[src/hdl/framed_command_receiver_top_defines.svh]
// ----------------------------------------------------------------------------
// Framed command receiver assertion macros
// Shared concurrent assertion forms, clocked on clk and disabled in reset.
// ----------------------------------------------------------------------------
`ifndef FRAMED_COMMAND_RECEIVER_TOP_DEFINES_SVH
`define FRAMED_COMMAND_RECEIVER_TOP_DEFINES_SVH

// Same-cycle implication.
`define FCR_ASSERT_IMP(lbl, ante, cons, msg) \
  lbl: assert property (@(posedge clk) disable iff (!rst_n) (ante) |-> (cons)) \
    else $error(msg);

// Next-cycle implication.
`define FCR_ASSERT_NXT(lbl, ante, cons, msg) \
  lbl: assert property (@(posedge clk) disable iff (!rst_n) (ante) |=> (cons)) \
    else $error(msg);

`endif

[src/hdl/fcr_pkg.sv]
// ----------------------------------------------------------------------------
// Framed command receiver package
// Shared constants, codes and types of the frame parser.
// ----------------------------------------------------------------------------
`default_nettype none

package fcr_pkg;

  localparam int MAX_PAYLOAD = 32;
  localparam int PAY_AW      = $clog2(MAX_PAYLOAD);
  localparam int CNT_W       = 6;
  localparam int POS_W       = 5;
  localparam int CFG_AW      = 4;
  localparam int CFG_DW      = 32;

  localparam logic [CNT_W-1:0] MAX_PAYLOAD_C = CNT_W'(MAX_PAYLOAD);

  localparam logic [7:0]       START_BYTE_RST    = 8'h00;
  localparam logic [7:0]       CHECK_SEED_RST    = 8'h55;
  localparam logic [CNT_W-1:0] PAYLOAD_LIMIT_RST = 6'd32;

  typedef enum logic [1:0] {
    REG_START_BYTE    = 2'd0,
    REG_CHECK_SEED    = 2'd1,
    REG_PAYLOAD_LIMIT = 2'd2,
    REG_UNUSED        = 2'd3
  } reg_idx_t;

  typedef enum logic [1:0] {
    OP_BYTE    = 2'd0,
    OP_TIMEOUT = 2'd1,
    OP_BUSY    = 2'd2,
    OP_RXERR   = 2'd3
  } op_t;

  localparam logic [2:0] ST_OK      = 3'd0;
  localparam logic [2:0] ST_LENGTH  = 3'd1;
  localparam logic [2:0] ST_CHECK   = 3'd2;
  localparam logic [2:0] ST_TIMEOUT = 3'd3;
  localparam logic [2:0] ST_BUSY    = 3'd4;
  localparam logic [2:0] ST_RXERR   = 3'd5;

  localparam logic KIND_PAYLOAD = 1'b0;
  localparam logic KIND_STATUS  = 1'b1;

  typedef enum logic [2:0] {
    PH_HUNT      = 3'd0,
    PH_CMD       = 3'd1,
    PH_LEN       = 3'd2,
    PH_DATA      = 3'd3,
    PH_CHECK     = 3'd4,
    PH_DRAIN_RD  = 3'd5,
    PH_DRAIN_OUT = 3'd6
  } phase_t;

  typedef struct packed {
    logic [7:0]       start_byte;
    logic [7:0]       check_seed;
    logic [CNT_W-1:0] payload_limit;
  } cfg_t;

  typedef struct packed {
    logic             kind;
    logic [7:0]       command;
    logic [7:0]       frame_length;
    logic [POS_W-1:0] position;
    logic [7:0]       payload_byte;
    logic [2:0]       status;
    logic             last;
  } result_t;

  function automatic logic [2:0] line_status(input logic [1:0] op);
    logic [2:0] st;
    case (op)
      OP_TIMEOUT: st = ST_TIMEOUT;
      OP_BUSY:    st = ST_BUSY;
      default:    st = ST_RXERR;
    endcase
    return st;
  endfunction

endpackage

`default_nettype wire

[src/hdl/framed_command_receiver_top.sv]
// ----------------------------------------------------------------------------
// Framed command receiver
// Start-byte framed command parser with seeded XOR check and payload buffer.
//
//   Channel  Direction  Handshake                 Payload
//   in_      in         in_valid / in_stall       in_op, in_data
//   out_     out        out_valid / out_stall     kind, command, frame_length,
//                                                 position, payload_byte,
//                                                 status, last
//   cfg      in/out     psel, penable, pready     paddr, pwdata, prdata
//
// A received byte or line event is taken while the parser is not draining
// a frame and the result register is free to load.
// A good frame drains each payload byte by a store read in PH_DRAIN_RD and a
// result load in PH_DRAIN_OUT, then loads the final status.
// in_stall is high while a frame drains and while a held result is stalled.
// The payload store has no clearing pass; only entries of the current frame
// are read.
// ----------------------------------------------------------------------------
`default_nettype none

module framed_command_receiver_top
  import fcr_pkg::*;
(
  input  wire logic              clk,
  input  wire logic              rst_n,
  input  wire logic              in_valid,
  output logic                   in_stall,
  input  wire logic [1:0]        in_op,
  input  wire logic [7:0]        in_data,
  output logic                   out_valid,
  input  wire logic              out_stall,
  output logic                   out_kind,
  output logic      [7:0]        out_command,
  output logic      [7:0]        out_frame_length,
  output logic      [POS_W-1:0]  out_position,
  output logic      [7:0]        out_payload_byte,
  output logic      [2:0]        out_status,
  output logic                   out_last,
  input  wire logic              psel,
  input  wire logic              penable,
  input  wire logic              pwrite,
  input  wire logic [CFG_AW-1:0] paddr,
  input  wire logic [CFG_DW-1:0] pwdata,
  output logic      [CFG_DW-1:0] prdata,
  output logic                   pready
);

  cfg_t              cfg;
  result_t           res;
  logic              ram_we;
  logic [PAY_AW-1:0] ram_waddr;
  logic [7:0]        ram_wdata;
  logic              ram_re;
  logic [PAY_AW-1:0] ram_raddr;
  logic [7:0]        ram_rdata;

  fcr_cfg_regs u_cfg (
    .clk     (clk),
    .rst_n   (rst_n),
    .psel    (psel),
    .penable (penable),
    .pwrite  (pwrite),
    .paddr   (paddr),
    .pwdata  (pwdata),
    .prdata  (prdata),
    .pready  (pready),
    .cfg     (cfg)
  );

  fcr_ram #(
    .WIDTH (8),
    .DEPTH (MAX_PAYLOAD)
  ) u_store (
    .clk   (clk),
    .we    (ram_we),
    .waddr (ram_waddr),
    .wdata (ram_wdata),
    .re    (ram_re),
    .raddr (ram_raddr),
    .rdata (ram_rdata)
  );

  fcr_ctrl u_ctrl (
    .clk       (clk),
    .rst_n     (rst_n),
    .cfg       (cfg),
    .in_valid  (in_valid),
    .in_stall  (in_stall),
    .in_op     (in_op),
    .in_data   (in_data),
    .ram_we    (ram_we),
    .ram_waddr (ram_waddr),
    .ram_wdata (ram_wdata),
    .ram_re    (ram_re),
    .ram_raddr (ram_raddr),
    .ram_rdata (ram_rdata),
    .out_valid (out_valid),
    .out_stall (out_stall),
    .out_res   (res)
  );

  assign out_kind         = res.kind;
  assign out_command      = res.command;
  assign out_frame_length = res.frame_length;
  assign out_position     = res.position;
  assign out_payload_byte = res.payload_byte;
  assign out_status       = res.status;
  assign out_last         = res.last;

endmodule

`default_nettype wire

[src/hdl/fcr_ram.sv]
// ----------------------------------------------------------------------------
// Generic single-port-write RAM
// One write port and one read port; read data is registered on read enable.
// ----------------------------------------------------------------------------
`default_nettype none

module fcr_ram #(
  parameter int WIDTH = 8,
  parameter int DEPTH = 32,
  localparam int AW   = $clog2(DEPTH)
) (
  input  wire logic             clk,
  input  wire logic             we,
  input  wire logic [AW-1:0]    waddr,
  input  wire logic [WIDTH-1:0] wdata,
  input  wire logic             re,
  input  wire logic [AW-1:0]    raddr,
  output logic      [WIDTH-1:0] rdata
);

  logic [WIDTH-1:0] mem [DEPTH];
  logic [WIDTH-1:0] rdata_r;

  always_ff @(posedge clk) begin
    if (we) begin
      mem[waddr] <= wdata;
    end
    if (re) begin
      rdata_r <= mem[raddr];
    end
  end

  assign rdata = rdata_r;

endmodule

`default_nettype wire

[src/hdl/fcr_cfg_regs.sv]
// ----------------------------------------------------------------------------
// Framed command receiver configuration registers
// APB-style register file for start byte, check seed and payload limit.
// ----------------------------------------------------------------------------
`default_nettype none

module fcr_cfg_regs
  import fcr_pkg::*;
(
  input  wire logic              clk,
  input  wire logic              rst_n,
  input  wire logic              psel,
  input  wire logic              penable,
  input  wire logic              pwrite,
  input  wire logic [CFG_AW-1:0] paddr,
  input  wire logic [CFG_DW-1:0] pwdata,
  output logic      [CFG_DW-1:0] prdata,
  output logic                   pready,
  output cfg_t                   cfg
);

  cfg_t     cfg_r;
  cfg_t     cfg_nxt;
  reg_idx_t idx;
  logic     wr_en;

  assign idx    = reg_idx_t'(paddr[CFG_AW-1:2]);
  assign wr_en  = psel && penable && pwrite;
  assign pready = 1'b1;

  always_comb begin
    cfg_nxt = cfg_r;
    if (wr_en) begin
      case (idx)
        REG_START_BYTE:    cfg_nxt.start_byte    = pwdata[7:0];
        REG_CHECK_SEED:    cfg_nxt.check_seed    = pwdata[7:0];
        REG_PAYLOAD_LIMIT: cfg_nxt.payload_limit = pwdata[CNT_W-1:0];
        default:           cfg_nxt = cfg_r;
      endcase
    end
  end

  always_ff @(posedge clk) begin
    if (!rst_n) begin
      cfg_r.start_byte    <= START_BYTE_RST;
      cfg_r.check_seed    <= CHECK_SEED_RST;
      cfg_r.payload_limit <= PAYLOAD_LIMIT_RST;
    end else begin
      cfg_r <= cfg_nxt;
    end
  end

  always_comb begin
    case (idx)
      REG_START_BYTE:    prdata = {{(CFG_DW-8){1'b0}}, cfg_r.start_byte};
      REG_CHECK_SEED:    prdata = {{(CFG_DW-8){1'b0}}, cfg_r.check_seed};
      REG_PAYLOAD_LIMIT: prdata = {{(CFG_DW-CNT_W){1'b0}}, cfg_r.payload_limit};
      default:           prdata = '0;
    endcase
  end

  assign cfg = cfg_r;

endmodule

`default_nettype wire

[src/hdl/fcr_ctrl.sv]
// ----------------------------------------------------------------------------
// Framed command receiver controller
// Frame parser state machine, payload store access and result register.
// ----------------------------------------------------------------------------
`default_nettype none

`include "framed_command_receiver_top_defines.svh"

module fcr_ctrl
  import fcr_pkg::*;
(
  input  wire logic              clk,
  input  wire logic              rst_n,
  input  wire cfg_t              cfg,
  input  wire logic              in_valid,
  output logic                   in_stall,
  input  wire logic [1:0]        in_op,
  input  wire logic [7:0]        in_data,
  output logic                   ram_we,
  output logic      [PAY_AW-1:0] ram_waddr,
  output logic      [7:0]        ram_wdata,
  output logic                   ram_re,
  output logic      [PAY_AW-1:0] ram_raddr,
  input  wire logic [7:0]        ram_rdata,
  output logic                   out_valid,
  input  wire logic              out_stall,
  output result_t                out_res
);

  phase_t           phase_r, phase_nxt;
  logic [7:0]       cmd_r, cmd_nxt;
  logic [CNT_W-1:0] len_r, len_nxt;
  logic [CNT_W-1:0] cnt_r, cnt_nxt;
  logic [CNT_W-1:0] idx_r, idx_nxt;
  logic [7:0]       accum_r, accum_nxt;
  logic             out_valid_r, out_valid_nxt;
  result_t          out_res_r, out_res_nxt;

  logic             slot_free;
  logic             parsing;
  logic             in_acc;
  logic             load;
  result_t          ld_res;
  logic [CNT_W-1:0] limit;
  logic [CNT_W-1:0] cnt_inc;
  logic [7:0]       accum_x;

  assign slot_free = !out_valid_r || !out_stall;
  assign parsing   = phase_r inside {PH_HUNT, PH_CMD, PH_LEN, PH_DATA, PH_CHECK};
  assign in_stall  = !parsing || !slot_free;
  assign in_acc    = in_valid && !in_stall;
  assign limit     = (cfg.payload_limit > MAX_PAYLOAD_C) ? MAX_PAYLOAD_C
                                                         : cfg.payload_limit;
  assign cnt_inc   = cnt_r + CNT_W'(1);
  assign accum_x   = accum_r ^ in_data;

  always_comb begin
    phase_nxt = phase_r;
    cmd_nxt   = cmd_r;
    len_nxt   = len_r;
    cnt_nxt   = cnt_r;
    idx_nxt   = idx_r;
    accum_nxt = accum_r;
    load      = 1'b0;
    ld_res    = '0;
    ram_we    = 1'b0;
    ram_waddr = cnt_r[PAY_AW-1:0];
    ram_wdata = in_data;
    ram_re    = 1'b0;
    ram_raddr = idx_r[PAY_AW-1:0];

    if (in_acc && (in_op != OP_BYTE)) begin
      load          = 1'b1;
      ld_res.kind   = KIND_STATUS;
      ld_res.status = line_status(in_op);
      ld_res.last   = 1'b1;
      if (phase_r inside {PH_LEN, PH_DATA, PH_CHECK}) begin
        ld_res.command = cmd_r;
      end
      if (phase_r inside {PH_DATA, PH_CHECK}) begin
        ld_res.frame_length = {2'b00, len_r};
      end
      phase_nxt = PH_HUNT;
      accum_nxt = cfg.check_seed;
    end else begin
      case (phase_r)
        PH_HUNT: begin
          if (in_acc && (in_data == cfg.start_byte)) begin
            accum_nxt = cfg.check_seed ^ in_data;
            cmd_nxt   = '0;
            len_nxt   = '0;
            cnt_nxt   = '0;
            phase_nxt = PH_CMD;
          end
        end
        PH_CMD: begin
          if (in_acc) begin
            accum_nxt = accum_x;
            cmd_nxt   = in_data;
            phase_nxt = PH_LEN;
          end
        end
        PH_LEN: begin
          if (in_acc) begin
            accum_nxt = accum_x;
            if (in_data > {2'b00, limit}) begin
              load                = 1'b1;
              ld_res.kind         = KIND_STATUS;
              ld_res.command      = cmd_r;
              ld_res.frame_length = in_data;
              ld_res.status       = ST_LENGTH;
              ld_res.last         = 1'b1;
              phase_nxt           = PH_HUNT;
              accum_nxt           = cfg.check_seed;
            end else begin
              len_nxt   = in_data[CNT_W-1:0];
              cnt_nxt   = '0;
              phase_nxt = (in_data[CNT_W-1:0] == '0) ? PH_CHECK : PH_DATA;
            end
          end
        end
        PH_DATA: begin
          if (in_acc) begin
            accum_nxt = accum_x;
            ram_we    = (cnt_r < MAX_PAYLOAD_C);
            cnt_nxt   = cnt_inc;
            if (cnt_inc >= len_r) begin
              phase_nxt = PH_CHECK;
            end
          end
        end
        PH_CHECK: begin
          if (in_acc) begin
            if (accum_x != 8'h00) begin
              load                = 1'b1;
              ld_res.kind         = KIND_STATUS;
              ld_res.command      = cmd_r;
              ld_res.frame_length = {2'b00, len_r};
              ld_res.status       = ST_CHECK;
              ld_res.last         = 1'b1;
              phase_nxt           = PH_HUNT;
              accum_nxt           = cfg.check_seed;
            end else begin
              accum_nxt = accum_x;
              idx_nxt   = '0;
              phase_nxt = PH_DRAIN_RD;
            end
          end
        end
        PH_DRAIN_RD: begin
          if (idx_r < len_r) begin
            ram_re    = 1'b1;
            phase_nxt = PH_DRAIN_OUT;
          end else if (slot_free) begin
            load                = 1'b1;
            ld_res.kind         = KIND_STATUS;
            ld_res.command      = cmd_r;
            ld_res.frame_length = {2'b00, len_r};
            ld_res.status       = ST_OK;
            ld_res.last         = 1'b1;
            phase_nxt           = PH_HUNT;
            accum_nxt           = cfg.check_seed;
          end
        end
        PH_DRAIN_OUT: begin
          if (slot_free) begin
            load                = 1'b1;
            ld_res.kind         = KIND_PAYLOAD;
            ld_res.command      = cmd_r;
            ld_res.frame_length = {2'b00, len_r};
            ld_res.position     = idx_r[POS_W-1:0];
            ld_res.payload_byte = ram_rdata;
            ld_res.status       = ST_OK;
            ld_res.last         = 1'b0;
            idx_nxt             = idx_r + CNT_W'(1);
            phase_nxt           = PH_DRAIN_RD;
          end
        end
        default: begin
          phase_nxt = PH_HUNT;
          accum_nxt = cfg.check_seed;
        end
      endcase
    end
  end

  always_comb begin
    out_valid_nxt = out_valid_r;
    out_res_nxt   = out_res_r;
    if (load) begin
      out_valid_nxt = 1'b1;
      out_res_nxt   = ld_res;
    end else if (!out_stall) begin
      out_valid_nxt = 1'b0;
    end
  end

  always_ff @(posedge clk) begin
    if (!rst_n) begin
      phase_r     <= PH_HUNT;
      cmd_r       <= '0;
      len_r       <= '0;
      cnt_r       <= '0;
      idx_r       <= '0;
      accum_r     <= CHECK_SEED_RST;
      out_valid_r <= 1'b0;
    end else begin
      phase_r     <= phase_nxt;
      cmd_r       <= cmd_nxt;
      len_r       <= len_nxt;
      cnt_r       <= cnt_nxt;
      idx_r       <= idx_nxt;
      accum_r     <= accum_nxt;
      out_valid_r <= out_valid_nxt;
    end
  end

  always_ff @(posedge clk) begin
    out_res_r <= out_res_nxt;
  end

  assign out_valid = out_valid_r;
  assign out_res   = out_res_r;

  `FCR_ASSERT_IMP(a_store_write_in_frame, ram_we, (phase_r == PH_DATA) && (cnt_r < len_r),
                  "payload store written outside the payload phase")
  `FCR_ASSERT_IMP(a_no_request_in_drain, in_acc,
                  !((phase_r == PH_DRAIN_RD) || (phase_r == PH_DRAIN_OUT)),
                  "request accepted while draining a frame")
  `FCR_ASSERT_IMP(a_last_on_status, out_valid_r, out_res_r.last == out_res_r.kind,
                  "last flag does not match result kind")
  `FCR_ASSERT_IMP(a_read_before_use, phase_r == PH_DRAIN_OUT,
                  ($past(phase_r) == PH_DRAIN_RD) || ($past(phase_r) == PH_DRAIN_OUT),
                  "payload result without a store read")
  `FCR_ASSERT_NXT(a_drain_ends_ok, (phase_r == PH_DRAIN_RD) && (idx_r >= len_r) && slot_free,
                  (phase_r == PH_HUNT) && out_valid_r && (out_res_r.status == ST_OK) &&
                  out_res_r.kind,
                  "drain did not end with an ok status")

endmodule

`default_nettype wire
[config.mk]
export PLATFORM = sky130hd
export DESIGN_NAME = framed_command_receiver_top
export DESIGN_NICKNAME = d
export VERILOG_FILES = /design/src/hdl/fcr_pkg.sv /design/src/hdl/framed_command_receiver_top.sv /design/src/hdl/fcr_ram.sv /design/src/hdl/fcr_cfg_regs.sv /design/src/hdl/fcr_ctrl.sv
export VERILOG_INCLUDE_DIRS = /design/src /design/src/hdl
export SDC_FILE = /design/constraint.sdc
export NUM_CORES = 1
export LEC_CHECK = 0
export BUFFER_PORTS_ARGS = -buffer_cell sky130_fd_sc_hd__buf_2
export CAP_MARGIN = 10
export CELL_PAD_IN_SITES_DETAIL_PLACEMENT = 0
export CELL_PAD_IN_SITES_GLOBAL_PLACEMENT = 1
export CORE_AREA = 2 2 217 219
export CTS_BUF_LIST = sky130_fd_sc_hd__clkbuf_4 sky130_fd_sc_hd__clkbuf_8 sky130_fd_sc_hd__clkbuf_16
export CTS_CLUSTER_DIAMETER = 50
export CTS_CLUSTER_SIZE = 8
export DETAILED_ROUTE_END_ITERATION = 7
export DIE_AREA = 0 0 219 221
export PLACE_DENSITY = 0.55
export SYNTH_ARGS = -nofsm -noshare
export SYNTH_HDL_FRONTEND = slang
export SYNTH_HIERARCHICAL = 1
export SYNTH_SLANG_ARGS = --single-unit
[constraint.sdc]
create_clock -name clk -period 5.84 [get_ports clk]
set_input_delay 0.292 -clock clk [delete_from_list [all_inputs] [get_ports clk]]
set_output_delay 0.292 -clock clk [all_outputs]
set_load 0.02 [all_outputs]
Word-level counts from Yosys, hierarchy flattened --
Memory sizes are Yosys's and may differ from the RTL's. A register that Yosys moved wholly into a read port is not among the register bits. Cells that the tools add are included.
Word-level totals: memory bits (writable) 256, memories kept 1, bits of input ports 53, output and inout bits 69, bits in registers 94, word-level logic and storage cells 174
Memories:
- u_store.mem | depth 32, width 8, read ports 1, clocked after memory_dff 1, write ports 1, line fcr_ram.sv:21 | logic [WIDTH-1:0] mem [DEPTH];
Cells by class: reductions and logical operators 36, equal/unequal tests 29, $add $sub $neg 2, order comparisons 5, bitwise logic cells 6, muxes and demuxes 78
Operator list (number):
- two-way mux 17 bit | 6
- two-way mux 8 bit | 12
- one-hot mux 17 bit (4 select lines) | 1
- two-way mux 6 bit | 11
- one-hot mux 8 bit (6 select lines) | 1
- two-way mux 3 bit | 13
- two-way mux 33 bit | 1
- one-hot mux 6 bit (2 select lines) | 2
- one-hot mux 8 bit (3 select lines) | 1
- one-hot mux 3 bit (7 select lines) | 1
- two-way mux 1 bit | 18
- one-hot mux 6 bit (3 select lines) | 1
- two-way mux 16 bit | 1
- two-way mux 4 bit | 4
- one-hot mux 4 bit (4 select lines) | 1
- one-hot mux 8 bit (2 select lines) | 1
- XOR 8 bit | 2
- inequality test 3 x 1 -> 1 bit, second input constant | 5
- inequality test 2 x 1 -> 1 bit, second input constant | 7
- adder 6 x 1 -> 6 bit, second input constant | 2
- AND reduction 5 bit | 2
- nonzero test 2 bit | 5
- == test 3 bit, second input constant | 3
- == test 8 bit | 1
- 32 further kinds | 54

Logic depth before layout (Yosys ltp) --
word-level depth 11, mapped depth 10, depth with buffers taken out 9

By module --
Netlist, hierarchy kept.
Modules (own cells, without submodules):
- fcr_ram | area each 10133.5 um^2, seq. area each 7927.6 um^2, cells an instance 417, instances 1
- fcr_ctrl | area each 4501.8 um^2, seq. area each 1781.7 um^2, cells an instance 487, instances 1
- fcr_cfg_regs | area each 1260.0 um^2, seq. area each 440.4 um^2, cells an instance 143, instances 1

Least setup slack after synthesis --
Ideal clock, no wire load.
path kind input -> register, start point in in_data[5], end point reg u_ctrl.out_res_r (netlist bit u_ctrl/out_res[0]), enable pin, arrival 2.540 ns, slack 2.809 ns, stages on the path 8, required time 5.349 ns, path buffers 2, cells stage by stage clkbuf_1 > xor2_1 > nor4_1 > a21oi_1 > or3_1 > buf_2 > o21ai_2 > nand2_1
On the way: word-level cells in the longest chain between the ends 6
Ends and longest elaborated chain:
- start, declared | line framed_command_receiver_top.sv:30 | input wire logic [7:0] in_data,
- parallel branches: the longest is 4 deep, another holds > comparator 8 x 6 -> 1 bit
- one-hot mux 1 bit (4 select lines) * | line fcr_ctrl.sv:86 | case (phase_r)
- two-way mux 1 bit * | line fcr_ctrl.sv:72 | if (in_acc && (in_op != OP_BYTE)) begin
- named net u_ctrl.load | line fcr_ctrl.sv:42 | logic load;
- end signal, assigned | line fcr_ctrl.sv:219 | out_res_r <= out_res_nxt;
- end, declared | line fcr_ctrl.sv:37 | result_t out_res_r, out_res_nxt;
Mark *: on every way through the listed nets, which the timed path passes. A chain may end at the register's enable or synchronous reset.

Worst setup path in the final report --
start point reg u_ctrl.phase_r[0], end point mem u_store.mem[15][4], enable pin
On the way: word-level cells in the longest chain between the ends 11
Ends and longest elaborated chain:
- start, declared | line fcr_ctrl.sv:30 | phase_t phase_r, phase_nxt;
- start signal, assigned | line fcr_ctrl.sv:208 | phase_r <= phase_nxt;
- == test 3 x 1 -> 1 bit, or another cell as far along | line fcr_ctrl.sv:49 | assign parsing = phase_r inside {PH_HUNT, PH_CMD, PH_LEN, PH_DATA, PH_CHECK};
- nonzero test 5 bit | line fcr_ctrl.sv:49
- zero test 1 bit | line fcr_ctrl.sv:50 | assign in_stall = !parsing || !slot_free;
- logical OR 1 bit | line fcr_ctrl.sv:50
- zero test 1 bit | line fcr_ctrl.sv:51 | assign in_acc = in_valid && !in_stall;
- logical AND 1 bit | line fcr_ctrl.sv:51
- two-way mux 1 bit | line fcr_ctrl.sv:123 | if (in_acc) begin
- two-way mux 1 bit | line fcr_ctrl.sv:86
- two-way mux 1 bit * | line fcr_ctrl.sv:72
- named net ram_we | line framed_command_receiver_top.sv:51 | logic ram_we;
- two-way mux 1 bit * | line fcr_ram.sv:25 | if (we) begin
- two-way mux 1 bit (implied by the code) * | line fcr_ram.sv:26 | mem[waddr] <= wdata;
- end, declared | line fcr_ram.sv:21
Mark *: on every way through the listed nets, which the timed path passes. The rest lies on a longest branch.

==> impl_metrics.py <==
metrics = {
    "floorplan": {
        "floorplan.io_pins": 122,
        "die_area_mm2": 0.0484,
        "die-width_um": 219,
        "std_cell_rows": 79,
        "initial_utilization": 0.345,
        "die_height_um": 221,
        "core-area_mm2": 0.0461,
    },
    "power": {
        "worst_ir_drop_on_vdd_uv": 232,
        "p_per_area_mw_per_mm2": 350,
        "p_leak_nw": 6.11,
    },
    "yosys": {
        "yosys_warnings": 6,
        "synth-xor-area-share": 0.0198,
        "main_combinational_cell_family_by_area_after_synthesis": "multiplexers",
        "share_of_synthesized_cell_area_in_full_adder_half_adder_and_majority_cells": 0.0150,
        "synthDistinctLibCells": 62,
        "synth.yosys.seq_area_share": 0.639,
        "postSynthCellCount": 1047,
        "synth.area.mux_share": 0.146,
        "syn-cell-area_mm2": 0.0159,
        "post_synth_edffs": 298,
        "ys_async_sr_fraction": 0,
        "synth_compound_gate_area_share": 0.0548,
        "ys.flop_type": "edfxtp_1",
        "synth_simple_gate_area_frac": 0.0838,
        "postSynthRegisterBits": 358,
        "avgSynthCellArea_um2": 15.2,
    },
    "clocking": {
        "worst_skew_pair.late_latency_ps": 600,
        "cts_setup_buffers": 0,
        "clock_path_buffers": 3,
        "cts_tree": "built",
        "cts.sinks": 358,
        "tritoncts.num_buffers": 53,
        "clk_root_buffer_cell": "clkbuf_16",
        "number_of_cells_upsized_or_downsized_after_cts": 0,
        "cts_htree_levels": 2,
        "clk_pin_slew_worst_paths_ps": 50,
    },
    "global_routing": {
        "overflow": 0,
        "grt_antenna_before_repair": 5,
        "globalRouteTotalUtil": 0.159,
        "via_count_of_the_first_global_routing_pass": 8776,
        "grt_max_degree": 70,
        "grt_pass1_wl_mm": 57.0,
    },
    "critical_path": {
        "worst_setup_path_startpoint": "u_ctrl/phase_r[0]$_SDFFE_PP0P_",
        "timing.critical_path.cells": "o21ai_1 > nand3_1 > nor4_1 > nand3_1 > nor2_1",
        "worst_setup_path_start_kind": "register",
        "r2r_start": "u_ctrl/phase_r[0]$_SDFFE_PP0P_",
        "criticalPathCategory": "reg2reg",
        "crit_arrival_ps": 3990,
        "path_max_fanout": 19,
        "slowest_stage": "nor2_1",
        "critPathMaxStageDelay_ps": 990,
        "path_delay_family": "simple AND/OR/NAND/NOR gates",
        "endpoint_kind": "register",
        "cp.required_ps": 6040,
        "buffers_inverters_on_critical_path": 0,
        "crit_top_cell": "nand3_1",
    },
    "place": {
        "rd_place_congestion": 0.795,
        "dpl_cell_area_mm2": 0.0165,
        "buffers_added_on_ports": 70,
        "place_ws_ps": 2030,
        "post-dp-hpwl_mm": 23.4,
    },
    "timing": {
        "post-route-period-util": 0.648,
        "fmax_mhz": 264,
        "grt_setup_unrepaired": "false",
        "finalSetupViolCount": 0,
        "final-hold-violation-count": 0,
        "finalCriticalPeriod_ps": 3780,
        "timing_max_transition_violations_final": 0,
        "timing.setup.tns_ps": 0,
        "finalClockSkew_ps": 34.9,
        "worstMarginPinSlew_ps": 1100,
        "worst_slack_ps": 2060,
        "slew_headroom": 0.262,
    },
    "drt": {
        "route.antenna.remaining_nets": 0,
        "avgRoutedWirePerCell_um": 21.6,
        "vias": 9046,
        "drc": 0,
        "detail_route.wirelength_mm": 38.2,
        "drtPass1Iterations": 5,
        "routed_via_density": 5.13,
        "initialDrtViolationCount": 646,
    },
    "status": {
        "run_status": "finished clean",
    },
    "min_path": {
        "hold_path_startpoint": "pwdata[3]",
        "holdCritPathClass": "in2reg",
    },
    "final_layout": {
        "final_cell_area_mm2": 0.0183,
        "growth_of_design_area_from_synthesis_to_finish_pct": 15.3,
        "final_layout_size_suffix_gt1_frac": 0.243,
        "most_frequent_cells_in_the_layout": "edfxtp_1 (298), mux4_2 (80), nand2_1 (77)",
        "reg_area_mm2": 0.0102,
        "final_common_cell": "edfxtp_1",
        "design.final.nets": 1184,
        "finish.utilization": 0.398,
        "area_taken_by_multi_input_logic_gates_mm2": 0.00517,
        "num-fill-cells": 4281,
    },
    "run": {
        "drv.max_cap_violation_count": 0,
    },
}
-- worst register-to-register path: cells and delay by family, from the launching register on --
family / cells / cell delay (ps)
and+or+nand+nor: 4 / 2490
AOI/OAI and AO/OA: 1 / 440
DFF: 1 / 490
-- flip-flops by register name, indices dropped and copies added, names as in the netlist --
register and flops:
u_ctrl/idx_r 6, u_ctrl/cnt_r 6, u_ctrl/accum_r 8, u_cfg/cfg 22, u_ctrl/cmd_r 8, u_ctrl/len_r 6
u_ctrl/out_res 34, u_store/rdata 8, u_store/mem 256, u_ctrl/out_valid 1, u_ctrl/phase_r 3
-- final cells by class --
type | count | area share
Antenna cell | 1 | 0.000136
Timing Repair Buffer | 85 | 0.0261
Multi-Input combinational cell | 602 | 0.282
Inverter | 12 | 0.00246
Sequential cell | 358 | 0.554
Tap cell | 607 | 0.0414
Clock inverter | 9 | 0.00614
Clock buffer | 90 | 0.0878
-- cells in the mapped netlist, types with 19 or more instances --
| library cell | count | area share |
|---|---|---|
| dfxtp_1 | 60 | 0.076 |
| ha_1 | 19 | 0.015 |
| nand2_1 | 77 | 0.018 |
| and2_1 | 29 | 0.011 |
| clkbuf_1 | 22 | 0.0052 |
| nand3_1 | 21 | 0.0066 |
| mux2i_1 | 43 | 0.027 |
| nor2_1 | 65 | 0.015 |
| o21ai_0 | 29 | 0.0091 |
| mux4_2 | 80 | 0.11 |
| buf_4 | 53 | 0.025 |
| a21oi_1 | 35 | 0.011 |
| edfxtp_1 | 298 | 0.56 |
-- stage by stage --
stage,cells,hold WS (ps),total power [mW]
floorplan,1070,433,3.31
global placement,1658,443,3.44
detailed placement,1658,451,3.45
CTS,1763,10.9,6.49
global route,1763,61.4,6.64
finish,1764,45.7,6.41
-- layer usage --
layer  track usage  vias to the layer above  wire length, µm
met3        0.0268                       57             1670
met2         0.249                      192            18100
met1         0.223                     4685            17500
met5             0                        -                0
li1              -                     4112                -
met4        0.0534                        0              869
-- what timing repair did --
item,in CTS,in global routing
hold endpoints to repair,16,0
hold buffers,6,0
setup endpoints to repair,0,0
-- where the power goes --
part / internal, mW / leakage [nW] / switching, mW
clock network: 1.92 / 0.870 / 1.10
logic: 0.168 / 2.05 / 0.339
registers: 2.84 / 3.20 / 0.0498
total: 4.93 / 6.11 / 1.48
-- final timing paths --
| path | end | slack [ps] | cells after the start |
|---|---|---|---|
| max | u_store/mem[15][4]$_DFFE_PP_ | 2060 | 5 |
| min | u_cfg/cfg[17]$_SDFFE_PN0P_ | 50 | 3 |
| max reg2reg | u_store/mem[15][4]$_DFFE_PP_ | 2060 | 5 |
| min reg2reg | u_ctrl/cmd_r[1]$_SDFFE_PN0P_ | 450 | 2 |
-- kinds of logic (layout without fill, tap and decap cells) --
group,Yosys count,count (layout)
XOR/XNOR,36,36
multiplexers,131,131
AO/OA/AOI/OAI,129,129
adder cells (fa/ha/maj),19,19
buffers and inverters,110,196
other,2,26
flip-flops,358,358
AND/OR/NAND/NOR,262,262
No activity file was read; power rests on OpenSTA's default activity.
